===== src/hw/rtl/rvlsu_pkg.sv =====
package rvlsu_pkg;

  localparam logic [6:0] OpcodeLoad  = 7'h03;
  localparam logic [6:0] OpcodeStore = 7'h23;

  localparam logic [2:0] F3Byte      = 3'd0;
  localparam logic [2:0] F3Half      = 3'd1;
  localparam logic [2:0] F3Word      = 3'd2;
  localparam logic [2:0] F3ByteU     = 3'd4;
  localparam logic [2:0] F3HalfU     = 3'd5;

  localparam logic [2:0] StatusOk         = 3'd0;
  localparam logic [2:0] StatusMisaligned = 3'd1;
  localparam logic [2:0] StatusFunct3     = 3'd2;
  localparam logic [2:0] StatusOpcode     = 3'd3;
  localparam logic [2:0] StatusRange      = 3'd4;

  localparam int unsigned QueueDepth = 2;
  localparam int unsigned QueuePtrW  = $clog2(QueueDepth);

  typedef struct packed {
    logic        is_load;
    logic [2:0]  status;
    logic [4:0]  rd;
    logic [2:0]  funct3;
    logic [31:0] addr;
    logic [31:0] wdata;
    logic [3:0]  be;
  } lsu_entry_t;

  typedef struct packed {
    logic [2:0]  status;
    logic        write_enable;
    logic [31:0] load_result;
    logic [4:0]  dest_index;
  } lsu_result_t;

endpackage


===== src/hw/rtl/rvlsu_front.sv =====
module rvlsu_front (
  input  logic [31:0]             instruction_i,
  input  logic [31:0]             base_value_i,
  input  logic [31:0]             store_value_i,
  output rvlsu_pkg::lsu_entry_t   entry_o
);

  logic [6:0]  opcode;
  logic [2:0]  funct3;
  logic [4:0]  rd;
  logic [11:0] imm;
  logic [31:0] addr;
  logic        is_load;
  logic        is_store;

  assign opcode   = instruction_i[6:0];
  assign rd       = instruction_i[11:7];
  assign funct3   = instruction_i[14:12];
  assign is_load  = (opcode == rvlsu_pkg::OpcodeLoad);
  assign is_store = (opcode == rvlsu_pkg::OpcodeStore);
  assign imm      = is_load ? instruction_i[31:20]
                            : {instruction_i[31:25], instruction_i[11:7]};
  assign addr     = base_value_i + {{20{imm[11]}}, imm};

  always_comb begin
    entry_o.is_load = is_load;
    entry_o.rd      = is_load ? rd : 5'd0;
    entry_o.funct3  = funct3;
    entry_o.addr    = addr;
    entry_o.wdata   = store_value_i;
    entry_o.be      = 4'b0000;
    entry_o.status  = rvlsu_pkg::StatusOk;

    unique case (funct3[1:0])
      2'd0: begin
        entry_o.wdata = {4{store_value_i[7:0]}};
        entry_o.be    = 4'b0001 << addr[1:0];
      end
      2'd1: begin
        entry_o.wdata = {2{store_value_i[15:0]}};
        entry_o.be    = addr[1] ? 4'b1100 : 4'b0011;
      end
      default: begin
        entry_o.be    = 4'b1111;
      end
    endcase

    if (!is_load && !is_store) begin
      entry_o.status = rvlsu_pkg::StatusOpcode;
    end else if ((funct3[1:0] == 2'd3) || (is_load && funct3 == 3'd6) ||
                 (is_store && funct3[2])) begin
      entry_o.status = rvlsu_pkg::StatusFunct3;
    end else if ((funct3[1:0] == 2'd1 && addr[0]) ||
                 (funct3[1:0] == 2'd2 && addr[1:0] != 2'd0)) begin
      entry_o.status = rvlsu_pkg::StatusMisaligned;
    end
  end

endmodule


===== config.mk =====
export PLATFORM = sky130hd
export DESIGN_NAME = rvlsu_front
export DESIGN_NICKNAME = d
export VERILOG_FILES = /design/src/hw/rtl/rvlsu_pkg.sv /design/src/hw/rtl/rvlsu_front.sv
export SDC_FILE = /design/constraint.sdc
export NUM_CORES = 1
export LEC_CHECK = 0
export BUFFER_PORTS_ARGS = -buffer_cell sky130_fd_sc_hd__buf_2
export CAP_MARGIN = 20
export CORE_MARGIN = 1
export CORE_UTILIZATION = 43
export DETAILED_ROUTE_END_ITERATION = 12
export PLACE_DENSITY = 0.85
export SYNTH_ARGS = -nofsm -noshare
export SYNTH_HDL_FRONTEND = slang
export SYNTH_SLANG_ARGS = --single-unit

===== constraint.sdc =====
create_clock -name vclk -period 4.3
set_clock_uncertainty 0.15 [all_clocks]
set_input_delay 0.43 -clock vclk [all_inputs]
set_output_delay 0.43 -clock vclk [all_outputs]
set_load 0.02 [all_outputs]

==> results of run 1 <==
## path summary, 6_finish.rpt
check / to / slack (ps) / cells after the start
min: entry_o[5] / 980 / 2
max: entry_o[65] / 110 / 15
## repair_timing
item,in CTS,in global routing
setup endpoints to repair,0,8
buffers inserted,0,4
gates resized for setup,0,14
## stage by stage
| stage | setup slack (ps) | cell area (um^2) |
|---|---|---|
| final | 114 | 3240 |
| after floorplan | 295 | 2320 |
| after CTS | 10.8 | 3140 |
| after global routing | -35.4 | 3240 |
| after global placement | 164 | 3140 |
| after detailed placement | 18.3 | 3140 |
## synth_stat cells, drive strengths merged, types with 2 or more instances
cell and count:
and2 8, clkbuf 9, a41oi 2, mux2 21, nand4 5, buf 14, nor2 28, mux2i 8
inv 14, o211ai 3, nor2b 5, xor2 8, a221o 2, a211oi 2, o21bai 8, a21o 10
or3 2, xnor2 21, o21ai 27, a21oi 36, nand2 32, nand3 10, a31oi 3, or2 3
and3 2, o21a 2, ha 31, o2111ai 2
## final cells by class
type               instances  area (um^2)
inverters                 14         52.6
repair buffers           177          913
fillers                  481         1900
well taps                 70         87.6
multi-input cells        296         2180
## power groups by stage
| stage | registers (mW) | logic [mW] | clock network (mW) |
|---|---|---|---|
| 6_report | 0 | 0.587 | 0 |
| 5_1_grt | 0 | 0.640 | 0 |
| 4_1_cts | 0 | 0.577 | 0 |
| 3_5_place_dp | 0 | 0.573 | 0 |
| 3_3_place_gp | 0 | 0.565 | 0 |
| 2_1_floorplan | 0 | 0.399 | 0 |
## metal layers
metal	vias to the layer above	routed length, um	part of all wire, %
li1	1508	-	-
met1	1385	3000	39
met2	117	4080	53
met3	13	544	7.0
met4	0	121	1.6
met5	-	0	0
## kinds of logic (layout without fill, tap and decap cells)
group,Yosys count,count (layout)
compound gates,105,105
xor+xnor,29,29
fa+ha+maj,32,32
buf+inv,37,191
mux,29,29
other cells,1,1
simple gates,100,100
==> flow_summary.ini, run 1 <==
[floorplanning]
die_w_um = 75.5
rows = 26
core_um2 = 5140
pin_count = 176
die_y_um = 75.5
dieArea_um2 = 5700
start_util_pct = 45.2

[setup_path]
crit_start = instruction_i[3]
cp.buffers_inverters = 3
startpoint_type = input pin
cp_cell_sequence = buf_2 > nor4_2 > nand3_1 > nor2_2 > buf_6 > mux2_2 > ha_1 > a211oi_2 > o21ai_2 > a221o_1 > a21o_1 > a31oi_4 > o31ai_1 > a32oi_1 > buf_2
cp-end-kind = output port
required_ps = 3720
timing.critical_path.mode_cell = buf_2
crit_path_top_delay_cell = a221o_1
critPathKind = input pin to output port
critPathTopFamily = compound AO/OA/AOI/OAI gates
worstPathArrival_ps = 3610
crit_path_max_incr_delay_ps = 350
cp_max_fo = 6

[timing]
timing.fmax_mhz = 239
finalSetupTns_ps = 0
min_period_ps = 4190
worstMarginPinSlew_ps = 653
fin_crit_sh_pct = 97.4
maxSlewHeadroom_pct = 56.3
drv_slew = 0
whs_ps = 984
setup_viol = 0
finalHoldViolCount = 0

[yosys]
synth_xor_area_share_pct = 10.9
synth.avg_cell_area_um2 = 6.98
synth_top_area_share_pct = 16.7
synth.distinct_cells = 52
synth_simple_gate_area_share_pct = 20.1
synth_area_um2 = 2320
synth_top_family_by_area = compound AO/OA/AOI/OAI gates
muxShareOfSynthArea_pct = 13.6
ys_seq_area_share_pct = 0
synth_compound_area_share_pct = 29.5
synth_nets = 461
yosys_warnings = 0
syn_inst = 333
synth_area_leaders = ha_1, mux2_2, xnor2_1
synth_area_leader_cell = ha_1
synth_fa_ha_area_share_pct = 17.6

[final_layout]
drive_above_1_share_pct = 44.1
fin_cells = 557
nets = 617
post-route-util_pct = 63.0
nClkBuffers = 0
seq_area_um2 = 0
final_common_cell = buf_2
area_growth_pct = 39.4
sequential_cell_total = 0
diodes = 0
layout_common_cells = buf_2, a21oi_1, nand2_1

[global_routing]
antenna_found_initial = 0
grt_busiest_layer = met2
use_met1_pct = 25.0
grt_pass1_wl_um = 10400
grt_overflow = 0
grt_max_degree = 35
met3_usage_pct = 2.65
grt_pass1_vias = 2440
grt_usage_pct = 22.7
use_met2_pct = 46.5

[detailed_routing]
ant_nets = 0
drtIter0Drc = 70
wl_per_cell_um = 13.9
routed_wl_um = 7740
dr.pass1.iters = 4
vias = 3023
drcViolationCount = 0
via_per_inst = 5.43

[place]
place_hpwl_um = 6360
place.gp.congestion = 0.933
numPortBuffers = 170
dpl.cell_count = 552

[power_and_ir_drop]
ir_drop_v = 0.000108
switching_share_pct = 60.0
total_power_uw = 587
power.leakage_nw = 1.68
seqPwrFrac_pct = 0
p_int_uw = 235
switching_power_uw = 352
p_clk_share_pct = 0
power_density_nw_per_um2 = 181
power.share.combinational_pct = 100.0

[min_path]
hp-start = store_value_i[1]
hp-class = input pin to output port

[status]
outcome = finished, final reports clean

[clocking]
holdBufCountCts = 0

[run]
drv_cap = 0
Power figures use the tool's default switching activity.
==> run 2: changes to the inputs <==
REMOVE_ABC_BUFFERS = 1   (was unset)
==> run 2 against run 1 <==
  * Global-route usage is 1.3 points lower
  * Via count fell by 1.6%
  * Final cell count down 0.36%
  * First-iteration DRC count fell by 5.7%
  * Setup slack gained 80 ps
  * Largest power group unchanged
==> flow_summary.ini, run 2 (same netlist as run 1, synthesis figures left out) <==
[power_and_ir_drop]
power.leakage_nw = 1.66
power.share.combinational_pct = 100.0
switching_share_pct = 60.0
p_clk_share_pct = 0
p_int_uw = 234
seqPwrFrac_pct = 0
ir_drop_v = 0.000140
power_density_nw_per_um2 = 182
total_power_uw = 585
switching_power_uw = 351

[place]
dpl.cell_count = 551
place_hpwl_um = 6010
placed_area_um2 = 3130
numPortBuffers = 170
place.gp.congestion = 0.855

[final_layout]
nets = 615
final_common_cell = buf_2
diodes = 0
fin_cells = 555
nClkBuffers = 0
design_area_um2 = 3210
sequential_cell_total = 0
area_growth_pct = 38.2
seq_area_um2 = 0
layout_common_cells = buf_2, a21oi_1, nand2_1
drive_above_1_share_pct = 43.1
post-route-util_pct = 62.5

[detailed_routing]
vias = 2975
routed_wl_um = 7150
drcViolationCount = 0
dr.pass1.iters = 5
drtIter0Drc = 66
wl_per_cell_um = 12.9
via_per_inst = 5.36
ant_nets = 0

[floorplanning]
rows = 26
core_um2 = 5140
die_w_um = 75.5
dieArea_um2 = 5700
die_y_um = 75.5
start_util_pct = 45.2
pin_count = 176

[timing]
drv_slew = 0
setup_viol = 0
timing.fmax_mhz = 244
maxSlewHeadroom_pct = 52.0
min_period_ps = 4110
fin_crit_sh_pct = 95.5
finalHoldViolCount = 0
worstMarginPinSlew_ps = 717

[global_routing]
grt_pass1_wl_um = 10200
grt_pass1_vias = 2516
grt_max_degree = 35
antenna_found_initial = 0
grt_usage_pct = 21.5
grt_overflow = 0

[min_path]
hold_depth = 2
hp-class = input pin to output port
hp-start = store_value_i[0]
min_to = entry_o[4]

[setup_path]
worstPathArrival_ps = 3530
critPathKind = input pin to output port
cp-end-kind = output port
required_ps = 3720
cp_max_fo = 11
startpoint_type = input pin

[status]
outcome = finished, final reports clean

[run]
drv_cap = 0
-- run 2: cell count changes in the layout (fill, tap and decap cells not counted), sizes merged --
cell           previous run  this run
buf                     176       175
clkdlybuf4s15             1         0
-- run 2: stage by stage --
step                      setup TNS, ps  worst slack, ps  hold WS, ps
final                                 0              194          972
after global routing              -37.2            -15.3          989
after CTS                             0             87.2          972
after detailed placement              0              104          971
after global placement                0              165          966
after floorplan                       0             14.7          710
-- run 2: worst max-delay path, stage by stage --
cell      delay, ps
buf_2           100
nor4_2          250
nand3_1         140
nor2_1          110
buf_4           170
mux2_2          340
ha_1            220
inv_1            80
fa_1            200
nor2b_1          70
o31a_1          320
o211ai_4        230
a21oi_2          90
o21ai_2         250
buf_4           170
nand2_1          50
xor2_1          140
buf_2           160
-- run 2: final cells by class --
class                           count  area [um^2]
Fill cell                         490         1930
Inverter                           14         52.6
Multi-Input combinational cell    296         2180
Tap cell                           70         87.6
Timing Repair Buffer              175          893
-- run 2: how the worst max path moves through the flow --
stage,end,from,cells after the start
floorplan,entry_o[65],instruction_i[3],12
global placement,entry_o[64],instruction_i[3],17
detailed placement,entry_o[64],instruction_i[3],17
CTS,entry_o[64],instruction_i[3],17
global route,entry_o[60],instruction_i[3],18
finish,entry_o[60],instruction_i[3],18
-- run 2: power by group through the flow --
stage	registers, mW	logic, mW	clock network [mW]
6_report	0	0.585	0
5_1_grt	0	0.638	0
4_1_cts	0	0.573	0
3_5_place_dp	0	0.569	0
3_3_place_gp	0	0.559	0
2_1_floorplan	0	0.376	0
-- run 2: per-layer routing --
metal | share of wire [%] | track usage (%) | vias up
li1 | - | - | 1498
met1 | 41 | 25.9 | 1350
met2 | 52 | 42.7 | 127
met3 | 6.6 | 1.46 | 0
met4 | 0 | 1.85 | 0
met5 | 0 | 0 | -
-- run 2: what timing repair did --
action,in CTS,in global routing
setup endpoints to repair,0,7
resized for setup,0,9
buffers inserted,0,4
endpoints found under the hold margin,0,0
hold buffers,0,0
==> run 3: changes to the inputs <==
ABC_AREA = 1   (was unset)
CORE_UTILIZATION = 47   (was 43)
==> run 3 against run 2 <==
  * Non-clock buffer count down 5
  * Wire length up 50%
  * Highest routed layer is now met4
  * Via count up 43%
  * Die area up 18%
  * Largest cell class unchanged
==> flow_summary.ini, run 3 <==
[status]
outcome = finished, final reports clean

[timing]
setup_viol = 0
finalHoldViolCount = 0
rsz0062_at_grt = no
finalSetupTns_ps = 0
maxSlewHeadroom_pct = 52.5
min_period_ps = 3520
drv_slew = 0
fin_crit_sh_pct = 81.9
timing.fmax_mhz = 284
worstMarginPinSlew_ps = 710
fin_ws_ps = 779

[detailed_routing]
wl_per_cell_um = 12.4
drcViolationCount = 0
vias = 4264
ant_nets = 0
via_per_inst = 4.93
dr.pass1.iters = 5
drtIter0Drc = 184
routed_wl_um = 10700

[floorplanning]
dieArea_um2 = 6750
core_um2 = 6060
pin_count = 176
rows = 28
die_y_um = 82.1
start_util_pct = 49.8
die_w_um = 82.1

[min_path]
hp-start = instruction_i[14]
hold_depth = 2
min_to = entry_o[70]
hp-class = input pin to output port

[yosys]
syn_inst = 637
synth_common_cells = nand2_1, inv_1, nor2_1
synth_area_um2 = 3020
yosys_warnings = 0
synth.avg_cell_area_um2 = 4.74
synth_area_leader_cell = nand2_1
ys_seq_area_share_pct = 0
synth_top_area_share_pct = 35.3
synth_area_leaders = nand2_1, inv_1, ha_1
synth.distinct_cells = 29
yosys.cell_count.top_type = nand2_1

[setup_path]
worstPathArrival_ps = 2940
critPathTopFamily = simple AND/OR/NAND/NOR gates
cp_max_fo = 10
startpoint_type = input pin
cp_cell_sequence = buf_2 > nor3_1 > nand2_1 > nor2_4 > inv_1 > o21ai_2 > inv_1 > fa_1 > inv_1 > nand3_1 > nand3_1 > nand3_1 > nand3_2 > nand2_1 > nand2_1 > nand2_1 > nand2_1 > buf_2
required_ps = 3720
cp-end-kind = output port
crit_path_max_incr_delay_ps = 460
timing.critical_path.mode_cell = nand2_1
cp.buffers_inverters = 5
crit_path_top_delay_cell = fa_1
critPathKind = input pin to output port
crit_start = instruction_i[3]

[clocking]
cts_setup_buffers = 0
post_cts_resized = 0
holdBufCountCts = 0

[final_layout]
final_common_cell = nand2_1
drive_above_1_share_pct = 24.2
seq_area_um2 = 0
nClkBuffers = 0
nets = 918
sequential_cell_total = 0
fin_cells = 865
layout_common_cells = nand2_1, buf_2, inv_1
area_growth_pct = 27.4

[place]
place_hpwl_um = 9620
pre_cts_slack_ps = 789
numPortBuffers = 170
dpl.cell_count = 863
place.gp.congestion = 0.994

[power_and_ir_drop]
ir_drop_v = 0.0000880
power.leakage_nw = 2.75
total_power_uw = 622
power_density_nw_per_um2 = 162

[global_routing]
grt_max_degree = 28
use_met1_pct = 37.1
grt_pass1_vias = 3755
grt_usage_pct = 31.4
grt_busiest_layer = met2
use_met2_pct = 59.4
met3_usage_pct = 2.42
grt_pass1_wl_um = 16400
grt_overflow = 0
antenna_found_initial = 2

[run]
drv_cap = 0
==> run 3: worst max path at each step <==
| stage | end | slack [ps] | depth (start not counted) |
|---|---|---|---|
| final | entry_o[64] | 780 | 18 |
| after global routing | entry_o[56] | 490 | 19 |
| after CTS | entry_o[60] | 780 | 18 |
| after detailed placement | entry_o[60] | 790 | 18 |
| after global placement | entry_o[60] | 850 | 18 |
| after floorplan | entry_o[76] | 910 | 11 |
==> run 3: kinds of logic after synthesis <==
logic type                 after synthesis  share of synthesized area (%)
AOI/OAI and AO/OA                       48                           9.00
xor gates and xnor gates                15                           4.35
adders and majority gates               32                           13.5
buffers and inverters                  154                           20.9
other                                    1                          0.124
and+or+nand+nor                        387                           52.2
==> run 3: per-layer routing <==
metal	up-vias	routed length, um	part of all wire (%)
li1	2205	-	-
met1	1834	4480	42
met2	193	5000	47
met3	32	850	7.9
met4	0	412	3.8
met5	-	0	0
==> run 3: layout make-up <==
class              count  area [um^2]
multi-input cells    483         2390
fillers              644         2220
inverters            135          507
repair buffers       170          851
diodes                 2         5.00
well taps             75         93.8
==> run 3: power by group <==
group          switching [mW]    total (mW)  internal [mW]
sequential                  0             0              0
clock                       0  0.0000000622   0.0000000622
combinational           0.408         0.622          0.213
total                   0.408         0.622          0.213
==> run 3: stage by stage <==
step           cell area (um^2)  util, %  hold slack [ps]
2_1_floorplan              2900        -              710
3_3_place_gp               3840     63.4              953
3_5_place_dp               3840     63.4              952
4_1_cts                    3840     63.4              953
5_1_grt                    3840     63.4              979
6_report                   3840     63.4              955
