**config.mk**
```make
export PLATFORM = sky130hd
export DESIGN_NAME = rvlsu_fifo
export DESIGN_NICKNAME = d
export VERILOG_FILES = /design/src/hw/rtl/rvlsu_pkg.sv /design/src/hw/rtl/rvlsu_fifo.sv
export SDC_FILE = /design/constraint.sdc
export NUM_CORES = 1
export LEC_CHECK = 0
export ABC_CLOCK_PERIOD_IN_PS = 5100
export BUFFER_PORTS_ARGS = -buffer_cell sky130_fd_sc_hd__buf_2
export CORE_ASPECT_RATIO = 0.9
export CORE_MARGIN = 5
export CORE_UTILIZATION = 30
export CTS_CLUSTER_SIZE = 40
export DETAILED_ROUTE_END_ITERATION = 8
export PLACE_DENSITY = 0.51
export SYNTH_ARGS = -nofsm -noshare
export SYNTH_HDL_FRONTEND = slang
export SYNTH_SLANG_ARGS = --single-unit
```
**constraint.sdc**
```tcl
create_clock -name clk_i -period 5.1 [get_ports clk_i]
set_clock_uncertainty 0.1 [all_clocks]
set_input_delay 0.255 -clock clk_i [delete_from_list [all_inputs] [get_ports clk_i]]
set_output_delay 0.255 -clock clk_i [all_outputs]
set_load 0.02 [all_outputs]
```
**src/hw/rtl/rvlsu_pkg.sv**
```systemverilog
package rvlsu_pkg;

  localparam logic [6:0] OpcodeLoad  = 7'h03;
  localparam logic [6:0] OpcodeStore = 7'h23;

  localparam logic [2:0] F3Byte      = 3'd0;
  localparam logic [2:0] F3Half      = 3'd1;
  localparam logic [2:0] F3Word      = 3'd2;
  localparam logic [2:0] F3ByteU     = 3'd4;
  localparam logic [2:0] F3HalfU     = 3'd5;

  localparam logic [2:0] StatusOk         = 3'd0;
  localparam logic [2:0] StatusMisaligned = 3'd1;
  localparam logic [2:0] StatusFunct3     = 3'd2;
  localparam logic [2:0] StatusOpcode     = 3'd3;
  localparam logic [2:0] StatusRange      = 3'd4;

  localparam int unsigned QueueDepth = 2;
  localparam int unsigned QueuePtrW  = $clog2(QueueDepth);

  typedef struct packed {
    logic        is_load;
    logic [2:0]  status;
    logic [4:0]  rd;
    logic [2:0]  funct3;
    logic [31:0] addr;
    logic [31:0] wdata;
    logic [3:0]  be;
  } lsu_entry_t;

  typedef struct packed {
    logic [2:0]  status;
    logic        write_enable;
    logic [31:0] load_result;
    logic [4:0]  dest_index;
  } lsu_result_t;

endpackage

```
**src/hw/rtl/rvlsu_fifo.sv**
```systemverilog
module rvlsu_fifo (
  input  logic                  clk_i,
  input  logic                  rst_ni,
  input  logic                  push_valid_i,
  output logic                  push_ready_o,
  input  rvlsu_pkg::lsu_entry_t push_data_i,
  output logic                  pop_valid_o,
  input  logic                  pop_ready_i,
  output rvlsu_pkg::lsu_entry_t pop_data_o
);

  localparam int unsigned CntW = rvlsu_pkg::QueuePtrW + 1;

  rvlsu_pkg::lsu_entry_t              slot_q [rvlsu_pkg::QueueDepth];
  logic [rvlsu_pkg::QueuePtrW-1:0]    wr_ptr_q, wr_ptr_d;
  logic [rvlsu_pkg::QueuePtrW-1:0]    rd_ptr_q, rd_ptr_d;
  logic [CntW-1:0]                    count_q, count_d;
  logic                               push;
  logic                               pop;

  assign push_ready_o = (count_q != CntW'(rvlsu_pkg::QueueDepth));
  assign pop_valid_o  = (count_q != '0);
  assign pop_data_o   = slot_q[rd_ptr_q];
  assign push         = push_valid_i && push_ready_o;
  assign pop          = pop_valid_o && pop_ready_i;

  always_comb begin
    wr_ptr_d = wr_ptr_q;
    rd_ptr_d = rd_ptr_q;
    count_d  = count_q;
    if (push) begin
      wr_ptr_d = (wr_ptr_q == rvlsu_pkg::QueuePtrW'(rvlsu_pkg::QueueDepth - 1)) ? '0
                 : wr_ptr_q + 1'b1;
    end
    if (pop) begin
      rd_ptr_d = (rd_ptr_q == rvlsu_pkg::QueuePtrW'(rvlsu_pkg::QueueDepth - 1)) ? '0
                 : rd_ptr_q + 1'b1;
    end
    if (push && !pop) begin
      count_d = count_q + 1'b1;
    end else if (pop && !push) begin
      count_d = count_q - 1'b1;
    end
  end

  always_ff @(posedge clk_i or negedge rst_ni) begin
    if (!rst_ni) begin
      wr_ptr_q <= '0;
      rd_ptr_q <= '0;
      count_q  <= '0;
    end else begin
      wr_ptr_q <= wr_ptr_d;
      rd_ptr_q <= rd_ptr_d;
      count_q  <= count_d;
    end
  end

  always_ff @(posedge clk_i) begin
    if (push) begin
      slot_q[wr_ptr_q] <= push_data_i;
    end
  end

endmodule

```
==> flow_summary_export.csv, run 1 <==
group,metric,value,unit
outcome,outcome,"complete, no violations",
synthesis,ys_types,15,
clocking,path_clk_slew,0.06,ns
setup_path,start_kind,"flip-flop",
die,core_area,20830,um^2
cells_and_area,fin_nets,611,
cells_and_area,multi_input_area,1300,um^2
timing,fin_crit,3.089,ns
power_and_ir_drop,p_leak,3.507,nW
global_route,track_usage,0.1039,
timing,finalSetupViolations,0,
detailed_routing,routedWlPerCell,15.10,um
power_and_ir_drop,p_per_area,560.5,nW/um^2
timing,setup_slack,2.011,ns
die,io-pin-count,166,
timing,rsz0062_at_grt,"no",
synthesis,avgSynthCellArea,23.85,um^2
clocking,post_cts_buffers,0,
timing,slew_viol_final,0,
synthesis,synth_mux_area_frac,0.1881,
synthesis,synth_top_cell_area_share,0.7546,
timing,fin_crit_sh,0.6058,
timing,tightest_slew,1.238,ns
detailed_routing,vias_per_cell,4.021,
synthesis,seq_area_frac_synth,0.7703,
detailed_routing,remaining_drc_errors,0,
timing,max_freq,323.7,MHz
global_route,antenna_found_initial,0,
detailed_routing,drtPass1Iterations,4,
setup_path,slowest_stage,"dfrtp_4",
die,rows,50,
clocking,clock_latency,0.42,ns
cells_and_area,antenna_cells,0,
timing,setup_tns,0,ns
synthesis,synthAdderAreaFrac,0.001965,
clocking,cts_root_buffer,"clkbuf_16",
setup_path,crit_type,"reg -> out",
synthesis,synth_fp_nets,352,
cells_and_area,regArea,4908,um^2
timing,maxSlewHeadroom,0.1725,
job,drv_cap,0,
die,initial_utilization,0.3056,
synthesis,synth_compound_area_frac,0,
synthesis,synth_top_family_by_area,"multiplexers",
clocking,htree_levels,4,
place,io_buffers,165,
cells_and_area,syn_to_final_growth,38.53,%
global_route,grt_max_degree,54,
detailed_routing,drt_iter0_drc,108,
global_route,grt_pass1_wl,19280,um
die,die-area,24240,um^2
synthesis,synth-edff-count,160,
clocking,cts-resized-gates,0,
setup_path,cp_max_fo,53,
place,dpl.hpwl,7927,um
synthesis,ys_ff_latch,164,
synthesis,synth-warning-count,0,
synthesis,yosys.area_share.simple,0.005306,
synthesis,syn_inst,267,
synthesis,synthesis.area,6367,um^2
setup_path,crit_required,4.74,ns
setup_path,worst-endpoint-arrival,2.73,ns
power_and_ir_drop,finalPower,4.944,mW
setup_path,path_cells,"buf_4 > mux2_4 > buf_2",
place,place_ws,2.400,ns
power_and_ir_drop,vdd_drop_max,300.1,uV
cells_and_area,drive_above_1_share,0.5195,
clocking,cts_hold_buf,81,
place,gp_congestion,0.6565,
setup_path,reg2reg_depth,4,
detailed_routing,num_vias,3317,
clocking,clock-sinks,164,
synthesis,async_flop_share,0.02439,
synthesis,synthFlopType,"edfxtp_1",
synthesis,synth_area_leaders,"edfxtp_1 75%, mux2_4 19%, buf_12 2.5%",
clocking,cts_buffers,17,
cells_and_area,final_util,0.4234,
global_route,gr-total-overflow,0,
clocking,cts_buffer_depth,2,
setup_path,cpPeakStageDelay,1.08,ns
clocking,cts_tree,"yes",
synthesis,synth_xor_xnor_area_share,0.006878,
synthesis,yosysMostFrequentCell,"edfxtp_1",
detailed_routing,drtAntennaViolNets,0,
setup_path,crit_path_end_kind,"output pin",
global_route,grt_pass1_vias,3757,
synthesis,synth_largest_area_cell,"edfxtp_1",
die,die_w,163.6,um
timing,hold_viol,0,
worst_hold_path,min_path_type,"in -> reg",
timing,holdWs,0.07322,ns
die,die_y,148.2,um
detailed_routing,routed_wl,12460,um
worst_hold_path,holdPathStages,3,
synthesis,synthTopCellsByCount,"160 x edfxtp_1, 79 x mux2_4, 8 x buf_12",
cells_and_area,fillers,1904,
==> critical path, delay by kind of cell, from the launching register on <==
family,cells,cell delay (ns)
buffers and inverters,2,0.78
flip-flops,1,1.08
multiplexers,1,0.35
==> layout by cell type (no fill, tap or decap) <==
cell / netlist / layout
clkbuf_16: 0 / 17
mux2_2: 1 / 1
inv_1: 1 / 1
nand2_1: 2 / 2
clkbuf_1: 0 / 1
ha_1: 1 / 1
or2_1: 1 / 1
inv_6: 0 / 4
and3_4: 0 / 1
dfrtp_1: 4 / 3
mux2_4: 79 / 79
nor2_1: 2 / 1
buf_2: 0 / 165
buf_4: 0 / 2
xor2_1: 2 / 2
nand2b_1: 1 / 1
bufinv_16: 0 / 2
dlygate4sd3_1: 0 / 81
buf_12: 8 / 1
edfxtp_1: 160 / 160
clkinv_1: 0 / 2
clkinv_4: 0 / 2
xnor2_1: 3 / 3
nor2_4: 0 / 1
dfrtp_4: 0 / 1
clkinvlp_4: 0 / 4
==> logic make-up (layout without fill, tap and decap cells) <==
logic type	Yosys count	in the layout
adder cells (fa/ha/maj)	1	1
buffers and inverters	10	282
XOR/XNOR	5	5
multiplexers	80	80
flip-flops	164	164
AND/OR/NAND/NOR	7	7
==> registers in the layout, summed over array words and instances (netlist names) <==
signal / cells
count_q: 2
rd_ptr_q: 1
slot_q: 160
wr_ptr_q: 1
==> layout make-up <==
cell class	instances	share of cell area
Sequential cell	164	0.5565
Timing Repair Buffer	249	0.1895
Inverter	1	0.0004255
Clock inverter	14	0.01702
Clock buffer	18	0.04865
Tap cell	286	0.04057
Multi-Input combinational cell	93	0.1474
==> per-stage QoR <==
step / cell area [um^2] / cells
finish: 8821 / 825
global route: 8821 / 825
CTS: 8821 / 825
detailed placement: 7431 / 712
global placement: 7431 / 712
floorplan: 6367 / 267
==> layer usage <==
layer	vias up	share of wire	track usage
met1	1626	0.42	0.1207
met4	0	0.016	0.03816
met5	-	0	0
met2	106	0.50	0.1741
li1	1570	-	-
met3	15	0.067	0.04156
==> final timing paths <==
path / start / endpoint / slack [ns]
hold / removal: pop_ready_i / rd_ptr_q / 0.07
max in group asynchronous: rst_ni / rd_ptr_q / 4.66
hold reg to reg: count_q[1] / count_q[1] / 0.40
setup reg to reg: count_q[0] / slot_q[0][3] / 2.65
min in group asynchronous: rst_ni / count_q[0] / 0.08
setup / recovery: rd_ptr_q / pop_data_o[55] / 2.01
==> power by group <==
| part | switching [mW] | internal [mW] | leakage (nW) |
|---|---|---|---|
| sequential | 0.193 | 1.85 | 1.53 |
| combinational | 0.867 | 0.790 | 1.71 |
| clock | 0.523 | 0.725 | 0.269 |
| total | 1.58 | 3.36 | 3.51 |
(Power assumes the default switching activity.)
==> inputs of run 2 (changes only) <==
--- a/config.mk
+++ b/config.mk
@@ -5,14 +5,15 @@
 export SDC_FILE = /design/constraint.sdc
 export NUM_CORES = 1
 export LEC_CHECK = 0
-export ABC_CLOCK_PERIOD_IN_PS = 5100
+export ABC_AREA = 1
+export ABC_CLOCK_PERIOD_IN_PS = 3150
 export BUFFER_PORTS_ARGS = -buffer_cell sky130_fd_sc_hd__buf_2
 export CORE_ASPECT_RATIO = 0.9
 export CORE_MARGIN = 5
 export CORE_UTILIZATION = 30
 export CTS_CLUSTER_SIZE = 40
 export DETAILED_ROUTE_END_ITERATION = 8
-export PLACE_DENSITY = 0.51
+export PLACE_DENSITY = 0.52
 export SYNTH_ARGS = -nofsm -noshare
 export SYNTH_HDL_FRONTEND = slang
 export SYNTH_SLANG_ARGS = --single-unit
==> constraint.sdc (replaced) <==
create_clock -name clk_i -period 3.15 [get_ports clk_i]
set_clock_uncertainty 0.1 [all_clocks]
set_input_delay 0.1575 -clock clk_i [delete_from_list [all_inputs] [get_ports clk_i]]
set_output_delay 0.1575 -clock clk_i [all_outputs]
set_load 0.02 [all_outputs]
==> flow_summary_export.csv, run 2 <==
group,metric,value,unit
timing,fin_crit,2.388,ns
detailed_routing,remaining_drc_errors,0,
cells_and_area,top_regs,"slot_q (160), count_q (2)",
cells_and_area,multi_input_area,1010,um^2
power_and_ir_drop,power_frac_comb,0.332,
synthesis,async_flop_share,0.02439,
place,gp_congestion,0.7168,
synthesis,synth_fp_nets,531,
timing,fin_crit_sh,0.7582,
cells_and_area,drive_above_1_share,0.2837,
timing,setup_slack,0.7617,ns
die,die_w,160.0,um
detailed_routing,vias_per_cell,4.177,
outcome,outcome,"complete, no violations",
detailed_routing,drt_iter0_drc,130,
clocking,cts_buffers,17,
die,die-area,23200,um^2
synthesis,ys_types,16,
power_and_ir_drop,finalPower,8.055,mW
die,die_y,145.0,um
clocking,htree_levels,4,
global_route,gr-total-overflow,0,
timing,tightest_slew,0.6996,ns
synthesis,syn_inst,446,
synthesis,ys_ff_latch,164,
power_and_ir_drop,power.net_switching,2.902,mW
synthesis,synth_mux_area_frac,0,
cells_and_area,syn_to_final_growth,41.28,%
timing,slew_viol_final,0,
cells_and_area,layout_commonest_cell,"nand2_1",
global_route,track_usage,0.1253,
timing,hold_viol,0,
setup_path,cp_max_fo,81,
cells_and_area,regArea,4908,um^2
detailed_routing,routed_wl,14050,um
global_route,antenna_found_initial,1,
synthesis,synth-edff-count,160,
power_and_ir_drop,p_leak,3.659,nW
cells_and_area,stdcell_area,8582,um^2
cells_and_area,fillers,1835,
worst_hold_path,min_path_type,"in -> reg",
synthesis,synthTopCellsByCount,"249 x nand2_1, 160 x edfxtp_1, 9 x buf_6",
clocking,clock-sinks,164,
synthesis,synthFlopType,"edfxtp_1",
global_route,grt_pass1_wl,22970,um
synthesis,seq_area_frac_synth,0.8074,
synthesis,synthAdderAreaFrac,0.002060,
timing,maxSlewHeadroom,0.5336,
power_and_ir_drop,swShare,0.3603,
global_route,grt_max_degree,82,
detailed_routing,drtAntennaViolNets,0,
synthesis,avgSynthCellArea,13.62,um^2
clocking,cts_root_buffer,"clkbuf_16",
place,dpl.hpwl,8778,um
cells_and_area,largest_register_ffs,160,
synthesis,synthesis.area,6075,um^2
clocking,cts_buffer_depth,2,
die,io-pin-count,166,
synthesis,yosys.area_share.simple,0.1588,
place,place_ws,1.134,ns
synthesis,synth_compound_area_frac,0,
cells_and_area,fin_nets,786,
job,drv_cap,0,
cells_and_area,top_register,"slot_q",
clocking,cts_tree,"yes",
synthesis,yosysMostFrequentCell,"nand2_1",
timing,finalSetupViolations,0,
place,place_area,7132,um^2
clocking,path_clk_slew,0.06,ns
timing,rsz0062_at_grt,"no",
die,initial_utilization,0.3049,
die,core_area,19930,um^2
power_and_ir_drop,p_per_area,938.6,nW/um^2
setup_path,worst-endpoint-arrival,2.13,ns
cells_and_area,layout_common_cells,"249 x nand2_1, 165 x buf_2, 160 x edfxtp_1",
setup_path,crit_path_end_kind,"output pin",
timing,max_freq,418.7,MHz
setup_path,crit_type,"reg -> out",
setup_path,start_kind,"flip-flop",
detailed_routing,routedWlPerCell,14.52,um
synthesis,synth_top_cell_area_share,0.7909,
global_route,grt_pass1_vias,4306,
setup_path,crit_required,2.89,ns
die,rows,49,
synthesis,synth_largest_area_cell,"edfxtp_1",
detailed_routing,drtPass1Iterations,4,
timing,holdWs,0.03958,ns
synthesis,synth_top_family_by_area,"simple AND/OR/NAND/NOR gates",
place,io_buffers,165,
power_and_ir_drop,internal_power,5.153,mW
power_and_ir_drop,vdd_drop_max,441.9,uV
synthesis,synth_area_leaders,"edfxtp_1 79%, nand2_1 15%, buf_6 1.7%",
detailed_routing,num_vias,4043,
clocking,clock_latency,0.41,ns
power_and_ir_drop,seq_power_share,0.398,
synthesis,synth_xor_xnor_area_share,0.002884,
synthesis,synth-warning-count,0,
power_and_ir_drop,clock_power_share,0.270,
timing,setup_tns,0,ns
==> run 2: cell types whose count changed after synthesis, sizes merged <==
cell    change
xor2        -1
buf         +8
nand3       +2
mux2       -80
or2         -1
nand2     +248
nand4       +1
xnor2       -2
inv         +6
and3        -1
nand2b      -1
==> run 2: cell families after synthesis <==
family	after synthesis
xor gates and xnor gates	2
adders and majority gates	1
buffers and inverters	24
DFF	164
and+or+nand+nor	255
==> run 2: power by group through the flow <==
stage	registers (mW)	clock network, mW	logic [mW]
after floorplan	3.15	0	1.86
after global placement	3.25	0	2.63
after detailed placement	3.26	0	2.66
after CTS	3.22	2.23	2.75
after global routing	3.26	2.33	2.96
final	3.20	2.18	2.67
==> run 2: critical path: stages, from the launching register on <==
cell and delay (ns):
dfrtp_4 0.70, inv_6 0.56, nand2_1 0.13, nand2_1 0.09
buf_2 0.17
==> run 2: final cells by class <==
type	instances	area share
Tap cell	255	0.03718
Clock inverter	12	0.02187
Sequential cell	164	0.5719
Inverter	7	0.003645
Timing Repair Buffer	253	0.1974
Antenna cell	1	0.0002916
Multi-Input combinational cell	258	0.1177
Clock buffer	18	0.05001
==> run 2: worst paths after layout <==
| check | cells after the start | start | to | slack [ns] |
|---|---|---|---|---|
| min in group asynchronous | 3 | rst_ni | rd_ptr_q | 0.56 |
| max reg2reg | 5 | count_q[0] | slot_q[0][25] | 1.29 |
| max in group asynchronous | 3 | rst_ni | rd_ptr_q | 2.19 |
| min reg2reg | 2 | count_q[1] | count_q[1] | 0.42 |
| min | 3 | push_valid_i | wr_ptr_q | 0.04 |
| max | 4 | rd_ptr_q | pop_data_o[54] | 0.76 |
==> run 2: per-layer routing <==
layer,global-route usage,wire (um),vias to the layer above,share of wire
met2,0.2091,6894,108,0.49
li1,-,-,2013,-
met4,0.04172,188,0,0.013
met3,0.04311,848,16,0.060
met5,0,0,-,0
met1,0.1527,6120,1906,0.44
==> run 2: through the flow <==
step,cells,utilization
after floorplan,446,-
after global placement,854,0.3579
after detailed placement,854,0.3579
after CTS,967,0.4306
after global routing,968,0.4307
final,968,0.4307
==> run 2: what timing repair did <==
action	CTS	global route
hold buffers	83	0
hold endpoints to repair	165	0
resized for setup	0	0
buffers inserted	0	0
==> inputs of run 3 (changes only) <==
--- a/config.mk
+++ b/config.mk
@@ -6,7 +6,7 @@
 export NUM_CORES = 1
 export LEC_CHECK = 0
 export ABC_AREA = 1
-export ABC_CLOCK_PERIOD_IN_PS = 3150
+export ABC_CLOCK_PERIOD_IN_PS = 2200
 export BUFFER_PORTS_ARGS = -buffer_cell sky130_fd_sc_hd__buf_2
 export CORE_ASPECT_RATIO = 0.9
 export CORE_MARGIN = 5
==> constraint.sdc (replaced) <==
create_clock -name clk_i -period 2.2 [get_ports clk_i]
set_clock_uncertainty 0.1 [all_clocks]
set_input_delay 0.11 -clock clk_i [delete_from_list [all_inputs] [get_ports clk_i]]
set_output_delay 0.11 -clock clk_i [all_outputs]
set_load 0.02 [all_outputs]
==> flow_summary_export.csv, run 3 (same netlist as run 2, synthesis figures left out) <==
group,metric,value,unit
outcome,outcome,"complete, no violations",
worst_hold_path,min_path_type,"in -> reg",
die,die-area,23200,um^2
power_and_ir_drop,p_per_area,1317,nW/um^2
timing,maxSlewHeadroom,0.7201,
power_and_ir_drop,seq_power_share,0.390,
cells_and_area,layout_common_cells,"248 x nand2_1, 165 x buf_2, 160 x edfxtp_1",
timing,slew_viol_final,0,
power_and_ir_drop,swShare,0.3755,
global_route,grtUsageMet3,0.04396,
detailed_routing,drtAntennaViolNets,0,
place,io_buffers,165,
clocking,clock_latency,0.41,ns
power_and_ir_drop,p_leak,3.679,nW
global_route,met1_usage,0.1443,
die,die_w,160.0,um
cells_and_area,syn_to_final_growth,42.47,%
timing,fin_crit,1.942,ns
setup_path,crit_path_end_kind,"output pin",
place,dpl.hpwl,8672,um
clocking,cts_tree,"yes",
clocking,cts_root_buffer,"clkbuf_16",
clocking,cts_buffers,17,
clocking,cts_buffer_depth,2,
clocking,clock-sinks,164,
global_route,grt_pass1_vias,4385,
detailed_routing,vias_per_cell,4.175,
clocking,path_clk_slew,0.07,ns
timing,hold_viol,0,
cells_and_area,regArea,4908,um^2
setup_path,crit_required,1.99,ns
clocking,post_cts_buffers,0,
global_route,grt_max_degree,82,
timing,max_freq,515.0,MHz
setup_path,cp_max_fo,27,
setup_path,slowest_stage,"dfrtp_4",
die,die_y,145.0,um
setup_path,crit_top_cell,"nand2_1",
cells_and_area,multi_input_area,1022,um^2
timing,holdWs,0.3169,ns
power_and_ir_drop,clock_power_share,0.249,
detailed_routing,remaining_drc_errors,0,
clocking,htree_levels,4,
global_route,antenna_found_initial,0,
cells_and_area,largest_register_ffs,160,
cells_and_area,fin_nets,790,
setup_path,path_cells,"inv_6 > buf_4 > nand2_1 > nand2_1 > buf_2",
setup_path,path_buf_inv,3,
setup_path,crit_type,"reg -> out",
detailed_routing,num_vias,4062,
global_route,grt_pass1_wl,22620,um
die,initial_utilization,0.3049,
clocking,cts-resized-gates,0,
detailed_routing,drt_iter0_drc,212,
power_and_ir_drop,power.net_switching,4.281,mW
detailed_routing,routedWlPerCell,13.92,um
timing,fin_crit_sh,0.8827,
power_and_ir_drop,power_frac_comb,0.361,
setup_path,worst-endpoint-arrival,1.73,ns
power_and_ir_drop,vdd_drop_max,669.9,uV
power_and_ir_drop,internal_power,7.120,mW
global_route,busiest_layer,"met2",
power_and_ir_drop,finalPower,11.40,mW
global_route,track_usage,0.1213,
global_route,gr-total-overflow,0,
cells_and_area,layout_commonest_cell,"nand2_1",
timing,rsz0062_at_grt,"no",
job,drv_cap,0,
cells_and_area,top_register,"slot_q",
cells_and_area,antenna_cells,0,
place,gp_congestion,0.7237,
global_route,use_met2,0.2064,
setup_path,start_kind,"flip-flop",
die,core_area,19930,um^2
detailed_routing,drtPass1Iterations,4,
place,place_area,7242,um^2
cells_and_area,drive_above_1_share,0.2939,
cells_and_area,top_regs,"slot_q (160), count_q (2)",
detailed_routing,routed_wl,13550,um
cells_and_area,fillers,1862,
die,rows,49,
cells_and_area,stdcell_area,8655,um^2
setup_path,cpPeakStageDelay,0.51,ns
setup_path,critPathTopFamily,"buffers and inverters",
timing,finalSetupViolations,0,
die,io-pin-count,166,
clocking,cts_hold_buf,84,
timing,tightest_slew,0.4198,ns
-- run 3: cell count changes in the layout (fill, tap and decap cells not counted), moves of 3 or more --
cell and delta:
buf_12 +6, inv_6 +3, buf_4 -3, clkinvlp_4 +3
inv_8 +3, bufinv_16 -4
-- run 3: final cells by class --
type,count,share of cell area
tap,255,0.03687
sequential,164,0.5672
clock inverter,15,0.01691
timing repair buffer,257,0.2082
clock buffer,17,0.04915
multi-input combinational,258,0.1181
inverter,7,0.003614
-- run 3: final timing paths --
check                           slack (ns)  cells after the start        endpoint            start
max in group asynchronous             1.28                      3        rd_ptr_q           rst_ni
worst min-delay path                  0.32                      2   slot_q[0][43]  push_data_i[43]
min in group asynchronous             0.52                      3      count_q[1]           rst_ni
worst min register to register        0.43                      1      count_q[0]       count_q[0]
worst max register to register        0.68                      9      count_q[1]       count_q[0]
worst max-delay path                  0.26                      5  pop_data_o[51]         rd_ptr_q
-- run 3: through the flow --
| step | worst slack (ns) | TNS (ns) | instances | util |
|---|---|---|---|---|
| final | 0.2582 | 0 | 973 | 0.4343 |
| after global routing | 0.1235 | 0 | 973 | 0.4343 |
| after CTS | 0.2057 | 0 | 973 | 0.4343 |
| after detailed placement | 0.6718 | 0 | 857 | 0.3635 |
| after global placement | 0.7091 | 0 | 857 | 0.3635 |
| after floorplan | -0.1358 | -20.05 | 446 | - |
-- run 3: metal layers --
metal	up-vias	share of wire
met5	-	0
met2	104	0.50
met1	1919	0.42
met4	0	0.013
li1	2026	-
met3	13	0.064
-- run 3: worst register-to-register path: cells and delay by family, from the launching register on --
| family | cells | cell delay (ns) |
|---|---|---|
| adder cells (fa/ha/maj) | 1 | 0.31 |
| AND/OR/NAND/NOR | 5 | 0.35 |
| buffers and inverters | 3 | 0.24 |
| flip-flops | 1 | 0.41 |
-- run 3: power by group through the flow --
stage	combinational, mW	sequential (mW)	clock [mW]
finish	4.11	4.45	2.83
global route	4.57	4.51	3.07
CTS	4.22	4.46	2.93
detailed placement	4.09	4.52	0
global placement	4.06	4.50	0
floorplan	2.69	4.49	0
